**src/hdl/mkcd_pkg.sv**
```systemverilog
`default_nettype none
// ---------------------------------------------------------------------------
// mkcd_pkg: shared types and constants
// Key state and event codes, register indexes and the controller/datapath
// command and status bundles of the click/hold detector.
// ---------------------------------------------------------------------------
package mkcd_pkg;

	localparam int NUM_CHANNELS_DEF = 8;
	localparam int PIN_W            = 8;
	localparam int TIME_W           = 32;
	localparam int CFG_W            = 16;
	localparam int CFG_ADDR_W       = 1;
	localparam int CHAN_OUT_W       = 3;
	localparam int EVENT_W          = 3;
	localparam int COUNT_W          = 8;

	// register indexes
	localparam logic [CFG_ADDR_W-1:0] REG_HOLD_THR  = 1'd0;
	localparam logic [CFG_ADDR_W-1:0] REG_CLICK_INT = 1'd1;

	localparam logic [CFG_W-1:0] HOLD_THR_RST  = 16'd1000;
	localparam logic [CFG_W-1:0] CLICK_INT_RST = 16'd300;

	// per-key state codes
	localparam logic [2:0] KS_IDLE     = 3'd0;
	localparam logic [2:0] KS_PRESSED  = 3'd1;
	localparam logic [2:0] KS_HELD     = 3'd2;
	localparam logic [2:0] KS_RELEASED = 3'd3;
	localparam logic [2:0] KS_REL_HOLD = 3'd4;

	// event codes
	localparam logic [EVENT_W-1:0] EV_NONE    = 3'd0;
	localparam logic [EVENT_W-1:0] EV_PRESS   = 3'd1;
	localparam logic [EVENT_W-1:0] EV_HOLD    = 3'd2;
	localparam logic [EVENT_W-1:0] EV_RELEASE = 3'd3;
	localparam logic [EVENT_W-1:0] EV_CLICK   = 3'd4;

	localparam logic [COUNT_W-1:0] COUNT_MAX = 8'd255;

	typedef struct packed {
		logic load;   // capture a new scan
		logic step;   // process and report the current channel
	} ctrl_cmd_t;

	typedef struct packed {
		logic last_ch;   // current channel is the final one
		logic out_free;  // output register can take a result this cycle
	} ctrl_sts_t;

endpackage
`default_nettype wire

```
**src/hdl/multi_key_click_hold_detector_top.sv**
```systemverilog
`default_nettype none
// ---------------------------------------------------------------------------
// multi_key_click_hold_detector_top: multi-key click/hold detector
// Per-key press, hold, release and multi-click detection on timestamped scans.
// ---------------------------------------------------------------------------
// Each input transaction is one scan: pin_bits (bit c high = key c down) and
// a millisecond timestamp now_ms that may wrap. For every scan the block
// returns NUM_CHANNELS result transactions in channel order, each carrying
// the channel number (low 3 bits), the latched last event (none, press,
// hold, release, click) and the consecutive click count; last marks the
// final result of the scan. Channels 8 and above see their pin as released.
// One channel is advanced and reported per clock while the output side does
// not stall; the next scan is taken in the same cycle the final channel of
// the current one is reported. A result held in the output register by
// out_stall freezes the channel stepping, and with it the scan input during
// a scan, until that result is taken. The shared per-channel update (two
// 32-bit wrap-around subtract/compares) is the unit that sets this rate.
// hold_threshold (index 0) and click_interval (index 1) are to be written
// through cfg_we/cfg_addr/cfg_wdata only while the block is idle; the block
// itself does not enforce this. They reset to 1000 ms and 300 ms.
// ---------------------------------------------------------------------------
module multi_key_click_hold_detector_top #(
	parameter int NUM_CHANNELS = mkcd_pkg::NUM_CHANNELS_DEF
) (
	input  wire                                clk,
	input  wire                                arst_n,
	// configuration write port
	input  wire                                cfg_we,
	input  wire  [mkcd_pkg::CFG_ADDR_W-1:0]    cfg_addr,
	input  wire  [mkcd_pkg::CFG_W-1:0]         cfg_wdata,
	// scan input
	input  wire                                in_valid,
	output logic                               in_stall,
	input  wire  [mkcd_pkg::PIN_W-1:0]         pin_bits,
	input  wire  [mkcd_pkg::TIME_W-1:0]        now_ms,
	// per-channel results
	output logic                               out_valid,
	input  wire                                out_stall,
	output logic [mkcd_pkg::CHAN_OUT_W-1:0]    channel,
	output logic [mkcd_pkg::EVENT_W-1:0]       event_res,
	output logic [mkcd_pkg::COUNT_W-1:0]       click_count,
	output logic                               last
);
	import mkcd_pkg::*;

	ctrl_cmd_t cmd;
	ctrl_sts_t sts;

	// sequencer: scan acceptance and channel stepping
	mkcd_ctrl u_ctrl (
		.clk      (clk),
		.arst_n   (arst_n),
		.in_valid (in_valid),
		.in_stall (in_stall),
		.sts      (sts),
		.cmd      (cmd)
	);

	// per-channel state, config registers and output register
	mkcd_dp #(
		.NUM_CHANNELS (NUM_CHANNELS)
	) u_dp (
		.clk         (clk),
		.arst_n      (arst_n),
		.cmd         (cmd),
		.sts         (sts),
		.cfg_we      (cfg_we),
		.cfg_addr    (cfg_addr),
		.cfg_wdata   (cfg_wdata),
		.pin_bits    (pin_bits),
		.now_ms      (now_ms),
		.out_valid   (out_valid),
		.out_stall   (out_stall),
		.channel     (channel),
		.event_res   (event_res),
		.click_count (click_count),
		.last        (last)
	);

endmodule
`default_nettype wire

```
**src/hdl/mkcd_ctrl.sv**
```systemverilog
`default_nettype none
// ---------------------------------------------------------------------------
// mkcd_ctrl: scan sequencer
// Accepts a scan transaction and steps the datapath through the channels.
// ---------------------------------------------------------------------------
module mkcd_ctrl (
	input  wire                    clk,
	input  wire                    arst_n,
	input  wire                    in_valid,
	output logic                   in_stall,
	input  mkcd_pkg::ctrl_sts_t    sts,
	output mkcd_pkg::ctrl_cmd_t    cmd
);
	import mkcd_pkg::*;

	localparam logic ST_IDLE = 1'b0;
	localparam logic ST_RUN  = 1'b1;

	logic state_q;
	logic state_d;
	logic accept;
	logic step;

	assign step     = (state_q == ST_RUN) && sts.out_free;
	// next scan may enter in the cycle the final channel is reported
	assign in_stall = !((state_q == ST_IDLE) || (step && sts.last_ch));
	assign accept   = in_valid && !in_stall;

	assign cmd.load = accept;
	assign cmd.step = step;

	always_comb begin
		state_d = state_q;
		case (state_q)
			ST_IDLE: begin
				if (accept) state_d = ST_RUN;
			end
			ST_RUN: begin
				if (step && sts.last_ch) state_d = accept ? ST_RUN : ST_IDLE;
			end
			default: state_d = ST_IDLE;
		endcase
	end

	always_ff @(posedge clk or negedge arst_n) begin
		if (!arst_n) begin
			state_q <= ST_IDLE;
		end else begin
			state_q <= state_d;
		end
	end

`ifndef SYNTH
	a_run_accept_at_end: assert property (@(posedge clk) disable iff (!arst_n)
		(state_q == ST_RUN && !in_stall) |-> (sts.last_ch && sts.out_free))
		else $error("scan accepted before last channel reported");
	a_step_only_run: assert property (@(posedge clk) disable iff (!arst_n)
		cmd.step |-> (state_q == ST_RUN))
		else $error("datapath stepped while idle");
`endif

endmodule
`default_nettype wire

```
**src/hdl/mkcd_dp.sv**
```systemverilog
`default_nettype none
// ---------------------------------------------------------------------------
// mkcd_dp: per-channel state and result datapath
// Holds the key state of every channel, advances one channel per step and
// registers its result.
// ---------------------------------------------------------------------------
module mkcd_dp #(
	parameter int NUM_CHANNELS = mkcd_pkg::NUM_CHANNELS_DEF
) (
	input  wire                                clk,
	input  wire                                arst_n,
	input  mkcd_pkg::ctrl_cmd_t                cmd,
	output mkcd_pkg::ctrl_sts_t                sts,
	input  wire                                cfg_we,
	input  wire  [mkcd_pkg::CFG_ADDR_W-1:0]    cfg_addr,
	input  wire  [mkcd_pkg::CFG_W-1:0]         cfg_wdata,
	input  wire  [mkcd_pkg::PIN_W-1:0]         pin_bits,
	input  wire  [mkcd_pkg::TIME_W-1:0]        now_ms,
	output logic                               out_valid,
	input  wire                                out_stall,
	output logic [mkcd_pkg::CHAN_OUT_W-1:0]    channel,
	output logic [mkcd_pkg::EVENT_W-1:0]       event_res,
	output logic [mkcd_pkg::COUNT_W-1:0]       click_count,
	output logic                               last
);
	import mkcd_pkg::*;

	localparam int CH_W = (NUM_CHANNELS > 1) ? $clog2(NUM_CHANNELS) : 1;
	localparam logic [CH_W-1:0] CH_LAST = CH_W'(NUM_CHANNELS - 1);

	logic [CFG_W-1:0]   hold_thr_q;
	logic [CFG_W-1:0]   click_int_q;
	logic [PIN_W-1:0]   pins_q;
	logic [TIME_W-1:0]  now_q;
	logic [CH_W-1:0]    ch_q;

	logic [2:0]         key_state_q  [NUM_CHANNELS];
	logic [TIME_W-1:0]  press_time_q [NUM_CHANNELS];
	logic [TIME_W-1:0]  click_time_q [NUM_CHANNELS];
	logic [EVENT_W-1:0] last_event_q [NUM_CHANNELS];
	logic [COUNT_W-1:0] click_cnt_q  [NUM_CHANNELS];

	logic               down;
	logic [2:0]         cur_ks;
	logic [TIME_W-1:0]  press_dt;
	logic [TIME_W-1:0]  click_dt;
	logic [2:0]         nxt_ks;
	logic [EVENT_W-1:0] nxt_ev;
	logic [COUNT_W-1:0] nxt_cnt;
	logic               wr_press;
	logic               wr_click;
	logic               last_ch;
	logic               out_free;

	assign last_ch      = (ch_q == CH_LAST);
	assign out_free     = !out_valid || !out_stall;
	assign sts.last_ch  = last_ch;
	assign sts.out_free = out_free;

	// channels past the pin field never read as pressed
	assign down     = (32'(ch_q) < PIN_W) ? pins_q[3'(ch_q)] : 1'b0;
	assign cur_ks   = key_state_q[ch_q];
	assign press_dt = now_q - press_time_q[ch_q];
	assign click_dt = now_q - click_time_q[ch_q];

	always_comb begin
		nxt_ks   = cur_ks;
		nxt_ev   = last_event_q[ch_q];
		nxt_cnt  = click_cnt_q[ch_q];
		wr_press = 1'b0;
		wr_click = 1'b0;
		case (cur_ks)
			KS_IDLE: begin
				if (down) begin
					wr_press = 1'b1;
					nxt_ks   = KS_PRESSED;
					nxt_ev   = EV_PRESS;
				end
			end
			KS_PRESSED: begin
				if (!down) begin
					nxt_ks = KS_RELEASED;
					nxt_ev = EV_RELEASE;
				end else if (press_dt > {{(TIME_W-CFG_W){1'b0}}, hold_thr_q}) begin
					nxt_ks = KS_HELD;
					nxt_ev = EV_HOLD;
				end
			end
			KS_HELD: begin
				if (!down) begin
					nxt_ks = KS_REL_HOLD;
					nxt_ev = EV_RELEASE;
				end
			end
			KS_RELEASED: begin
				// click is reported whatever the pin reads
				if (click_dt < {{(TIME_W-CFG_W){1'b0}}, click_int_q}) begin
					if (click_cnt_q[ch_q] != COUNT_MAX)
						nxt_cnt = click_cnt_q[ch_q] + COUNT_W'(1);
				end else begin
					nxt_cnt = COUNT_W'(1);
				end
				wr_click = 1'b1;
				nxt_ks   = KS_IDLE;
				nxt_ev   = EV_CLICK;
			end
			default: begin
				// release after hold: back to idle, count cleared, event kept
				nxt_ks  = KS_IDLE;
				nxt_cnt = '0;
			end
		endcase
	end

	// configuration
	always_ff @(posedge clk or negedge arst_n) begin
		if (!arst_n) begin
			hold_thr_q  <= HOLD_THR_RST;
			click_int_q <= CLICK_INT_RST;
		end else if (cfg_we) begin
			case (cfg_addr)
				REG_HOLD_THR:  hold_thr_q  <= cfg_wdata;
				REG_CLICK_INT: click_int_q <= cfg_wdata;
				default: ;
			endcase
		end
	end

	// scan capture
	always_ff @(posedge clk) begin
		if (cmd.load) begin
			pins_q <= pin_bits;
			now_q  <= now_ms;
		end
	end

	// channel state
	always_ff @(posedge clk or negedge arst_n) begin
		if (!arst_n) begin
			ch_q <= '0;
			for (int i = 0; i < NUM_CHANNELS; i++) begin
				key_state_q[i]  <= KS_IDLE;
				press_time_q[i] <= '0;
				click_time_q[i] <= '0;
				last_event_q[i] <= EV_NONE;
				click_cnt_q[i]  <= '0;
			end
		end else if (cmd.step) begin
			ch_q                <= last_ch ? '0 : ch_q + CH_W'(1);
			key_state_q[ch_q]   <= nxt_ks;
			last_event_q[ch_q]  <= nxt_ev;
			click_cnt_q[ch_q]   <= nxt_cnt;
			if (wr_press) press_time_q[ch_q] <= now_q;
			if (wr_click) click_time_q[ch_q] <= now_q;
		end
	end

	// output register
	always_ff @(posedge clk or negedge arst_n) begin
		if (!arst_n) begin
			out_valid <= 1'b0;
		end else if (cmd.step) begin
			out_valid <= 1'b1;
		end else if (!out_stall) begin
			out_valid <= 1'b0;
		end
	end

	always_ff @(posedge clk) begin
		if (cmd.step) begin
			channel     <= CHAN_OUT_W'(ch_q);
			event_res   <= nxt_ev;
			click_count <= nxt_cnt;
			last        <= last_ch;
		end
	end

`ifndef SYNTH
	a_step_needs_room: assert property (@(posedge clk) disable iff (!arst_n)
		cmd.step |-> out_free)
		else $error("result overwritten before transfer");
	a_wrap_after_last: assert property (@(posedge clk) disable iff (!arst_n)
		(cmd.step && last_ch) |=> (ch_q == '0))
		else $error("channel counter did not wrap");
	a_click_count_nonzero: assert property (@(posedge clk) disable iff (!arst_n)
		(cmd.step && cur_ks == KS_RELEASED) |=> (click_count != '0))
		else $error("click reported with zero count");
`endif

endmodule
`default_nettype wire
```
**config.mk**
```make
export PLATFORM = sky130hd
export DESIGN_NAME = multi_key_click_hold_detector_top
export DESIGN_NICKNAME = d
export VERILOG_FILES = /design/src/hdl/mkcd_pkg.sv /design/src/hdl/multi_key_click_hold_detector_top.sv /design/src/hdl/mkcd_ctrl.sv /design/src/hdl/mkcd_dp.sv
export SDC_FILE = /design/constraint.sdc
export NUM_CORES = 1
export LEC_CHECK = 0
export BUFFER_PORTS_ARGS = -buffer_cell sky130_fd_sc_hd__buf_2
export CAP_MARGIN = 20
export CELL_PAD_IN_SITES_DETAIL_PLACEMENT = 0
export CELL_PAD_IN_SITES_GLOBAL_PLACEMENT = 2
export CORE_MARGIN = 2
export CORE_UTILIZATION = 44
export DETAILED_ROUTE_END_ITERATION = 16
export PLACE_DENSITY_LB_ADDON = 0.1
export REMOVE_ABC_BUFFERS = 1
export SLEW_MARGIN = 15
export SYNTH_ARGS = -nofsm -noshare
export SYNTH_HDL_FRONTEND = slang
export SYNTH_SLANG_ARGS = --single-unit
```
**constraint.sdc**
```tcl
create_clock -name clk -period 8 [get_ports clk]
set_clock_uncertainty 0.15 [all_clocks]
set_input_delay 1.6 -clock clk [delete_from_list [all_inputs] [get_ports clk]]
set_output_delay 1.6 -clock clk [all_outputs]
set_load 0.05 [all_outputs]
```
==> flow_metrics.env <==
export IMPL_status="complete, no violations"
export IMPL_grt_first_pass_wirelength_um=168000
export IMPL_antenna_found_initial=2
export IMPL_clockBufferDepth=3
export IMPL_holdPathEnd="u_dp.click_cnt_q[59]"
export IMPL_rrSetupSlack_ns=0.63
export IMPL_p_leak_nw=17.4
export IMPL_antenna_left=0
export IMPL_h_tree_depth=3
export IMPL_cp_arrival_ns=7.57
export IMPL_fill_cells=7017
export IMPL_synthCells=2970
export IMPL_postSynth_asyncResetShare_pct=92.3
export IMPL_core_area_mm2=0.0787
export IMPL_cts_buffers=80
export IMPL_finalHoldWorstSlack_ns=0.326
export IMPL_viasPerCell=6.07
export IMPL_wl_per_cell_um=26.9
export IMPL_hold_depth=2
export IMPL_regToRegEndpoint="u_dp.event_res[1]"
export IMPL_cts_hold_buf=0
export IMPL_maxCapViolations=0
export IMPL_dr_pass1_iters=9
export IMPL_period_needed_ns=7.37
export IMPL_synth_xor_area_share_pct=0.853
export IMPL_synth_edf_count=55
export IMPL_rsz0062_at_grt="false"
export IMPL_synth_top_area_share_pct=46.7
export IMPL_hp_start="u_dp.click_cnt_q[59]"
export IMPL_worstSetupEndpointType="register"
export IMPL_layout_common_cells="650 x dfrtp_1, 523 x mux2_2, 231 x a22oi_1, 222 x nand2_1, 158 x o21ai_0"
export IMPL_grt_max_degree=185
export IMPL_yosysUniqueCellTypes=92
export IMPL_slew_viol_final=0
export IMPL_finalHoldViolCount=0
export IMPL_synth_top_area_cell="dfrtp_1"
export IMPL_grt_ovfl_total=0
export IMPL_powerDensity_mw_per_mm2=424
export IMPL_fp_dieW_um=286
export IMPL_p_total_w=0.0167
export IMPL_ys_ff_latch=716
export IMPL_cts_sinks=716
export IMPL_start_util_pct=44.3
export IMPL_vdd_drop_max_uv=222
export IMPL_cp_required_ns=8.21
export IMPL_syn_area_per_cell_um2=11.8
export IMPL_fp_row_count=103
export IMPL_cts_clk_slew_worst_paths_ns=0.06
export IMPL_gp_congestion=0.903
export IMPL_muxShareOfSynthArea_pct=17.7
export IMPL_synth_compound_area_share_pct=14.2
export IMPL_ctsResizeCount=0
export IMPL_crit_type="register to register"
export IMPL_synthFlopType="dfrtp_1"
export IMPL_ys_top_cells_by_area="dfrtp_1 47%, mux2_2 17%, a22oi_1 5.0%, edfxtp_1 4.7%, ha_1 3.5%"
export IMPL_synth_adder_area_share_pct=3.63
export IMPL_cts_root_buffer="clkbuf_16"
export IMPL_start_kind="register"
export IMPL_portBuffers=78
export IMPL_worst_slew_pin_slew_ns=1.20
export IMPL_clkLatencyLatePin_ns=0.63
export IMPL_tritoncts="built"
export IMPL_drc=0
export IMPL_drt_wl_total_um=111000
export IMPL_vias=25000
export IMPL_startpoint="u_dp.ch_q[1]"
export IMPL_yosysWarningCount=0
export IMPL_ys_seq_area_share_pct=52.2
export IMPL_grtUsageTotal_pct=27.2
export IMPL_fp_dieArea_mm2=0.0816
export IMPL_setup_viol=0
export IMPL_synthSimpleGateAreaFrac_pct=8.33
export IMPL_min_path_type="register to register"
export IMPL_fmax_mhz=136
export IMPL_drt_iter0_markers=1844
export IMPL_die_height_um=286
export IMPL_dpl_hpwl_um=69900
export IMPL_layout_nets=3159
export IMPL_layout_commonest_cell="dfrtp_1"
export IMPL_timing_rr_start="u_dp.ch_q[1]"
export IMPL_timing_final_crit_share_pct=92.1
export IMPL_syn2layout_area_growth_pct=12.5
export IMPL_io_pins=79
export IMPL_ff2ff_path_depth=26
export IMPL_slew_headroom_pct=20.1
export IMPL_synth_area_mm2=0.0349
export IMPL_grt_pass1_vias=25500
export IMPL_diodes=0
export IMPL_synth_top_family_by_area="multiplexers"
export IMPL_postCtsSetupBuffers=0
export IMPL_drive_gt1_share_pct=28.4
export IMPL_cp_max_fo=15
[kinds of logic after synthesis]
group                    count (synthesis)
AO/OA/AOI/OAI                          729
AND/OR/NAND/NOR                        578
adder cells (fa/ha/maj)                100
buffers and inverters                  266
flip-flops                             716
XOR/XNOR                                34
multiplexers                           547
[worst max path at each step]
stage                               end  slack (ns)  depth (start not counted)
global route        u_dp.key_state_q[4]        0.07                         25
global placement      u_dp.event_res[1]        0.74                         26
floorplan             u_dp.event_res[1]       -1.96                         24
detailed placement    u_dp.event_res[1]        0.58                         26
finish                u_dp.event_res[1]        0.63                         26
CTS                   u_dp.event_res[1]        0.55                         26
[state kept, by name, indices dropped and copies added (netlist names), 3 cells and up]
| register | cells |
|---|---|
| u_dp.key_state_q | 24 |
| u_dp.hold_thr_q | 16 |
| u_dp.click_cnt_q | 64 |
| u_dp.click_int_q | 16 |
| u_dp.last_event_q | 24 |
| u_dp.event_res | 3 |
| u_dp.ch_q | 3 |
| u_dp.now_q | 32 |
| u_dp.click_count | 8 |
| u_dp.pins_q | 8 |
| u_dp.press_time_q | 256 |
| u_dp.click_time_q | 256 |
| u_dp.channel | 3 |
[critical path, stage by stage, from the launching register on]
cell,delay [ns]
dfrtp_1,0.49
buf_4,0.21
nand2b_1,0.26
nor2_4,0.47
buf_4,0.38
buf_4,0.28
a22oi_1,0.11
and4_1,0.23
ha_1,0.40
nand4_1,0.15
nor3_1,0.07
or4_1,0.58
nor2_1,0.15
xnor2_1,0.15
ha_1,0.28
a21o_1,0.16
a21o_1,0.17
a21oi_1,0.19
o21ai_0,0.13
a211oi_1,0.22
o211ai_1,0.13
nor4_1,0.71
nand4_1,0.28
and3b_1,0.28
o21ai_1,0.19
buf_4,0.20
nand2_1,0.06
[synthesized netlist by cell type (all sizes together), types with 5 or more instances]
library cell  instances
o311ai                7
nor2b                12
a211oi               12
a22o                 23
mux2i                18
clkbuf              130
dfstp                10
dfrtp               651
buf                  73
nand2               230
nor2                100
o31ai                 6
a221oi               24
a31oi                14
and3b                 6
xnor2                20
ha                   98
nor3                 24
and3                 40
o21ai               177
nand2b               14
or3                   6
nand4                30
nor4                 15
o22ai                 5
nand3b                5
inv                  63
a21o                 25
xor2                 14
o21a                 15
and2                 16
o211ai               10
mux2                525
a21boi               11
o2111ai               8
edfxtp               55
and4                 48
nand3                24
a21oi               110
a22oi               231
[area by class of cell]
type                    instances  area, µm²  share of cell area [%]
repair buffers                148       1010                    2.58
well taps                    1050       1310                    3.35
clock inverters                31        382                   0.972
clock buffers                 115       2350                    5.98
inverters                      63        236                   0.602
multi-input cells            1988      15800                    40.2
flip-flops and latches        716      18200                    46.4
[routing by layer]
metal | GRT usage [%] | part of all wire, % | vias up
met5 | 0 | 0 | -
met3 | 3.01 | 4.2 | 150
met4 | 6.90 | 2.4 | 0
li1 | - | - | 11100
met1 | 38.2 | 46 | 13100
met2 | 45.2 | 48 | 668
[where the power goes]
part           switching, W  internal [W]  total, W
Combinational       0.00434       0.00283   0.00718
Sequential         0.000706       0.00496   0.00566
Clock               0.00152       0.00230   0.00382
Total               0.00657        0.0101    0.0167
[per-stage QoR]
| stage | cell area, µm² | TNS [ns] | std cells | setup slack, ns | util (%) |
|---|---|---|---|---|---|
| 3_3_place_gp | 36500 | 0 | 3965 | 0.738 | 46.4 |
| 6_report | 39300 | 0 | 4111 | 0.632 | 49.9 |
| 4_1_cts | 39300 | 0 | 4111 | 0.546 | 49.9 |
| 3_5_place_dp | 36500 | 0 | 3965 | 0.582 | 46.4 |
| 5_1_grt | 39300 | 0 | 4111 | 0.0667 | 49.9 |
| 2_1_floorplan | 34100 | -336.00 | 2767 | -1.96 | - |
No activity file was read; power rests on OpenSTA's default activity.
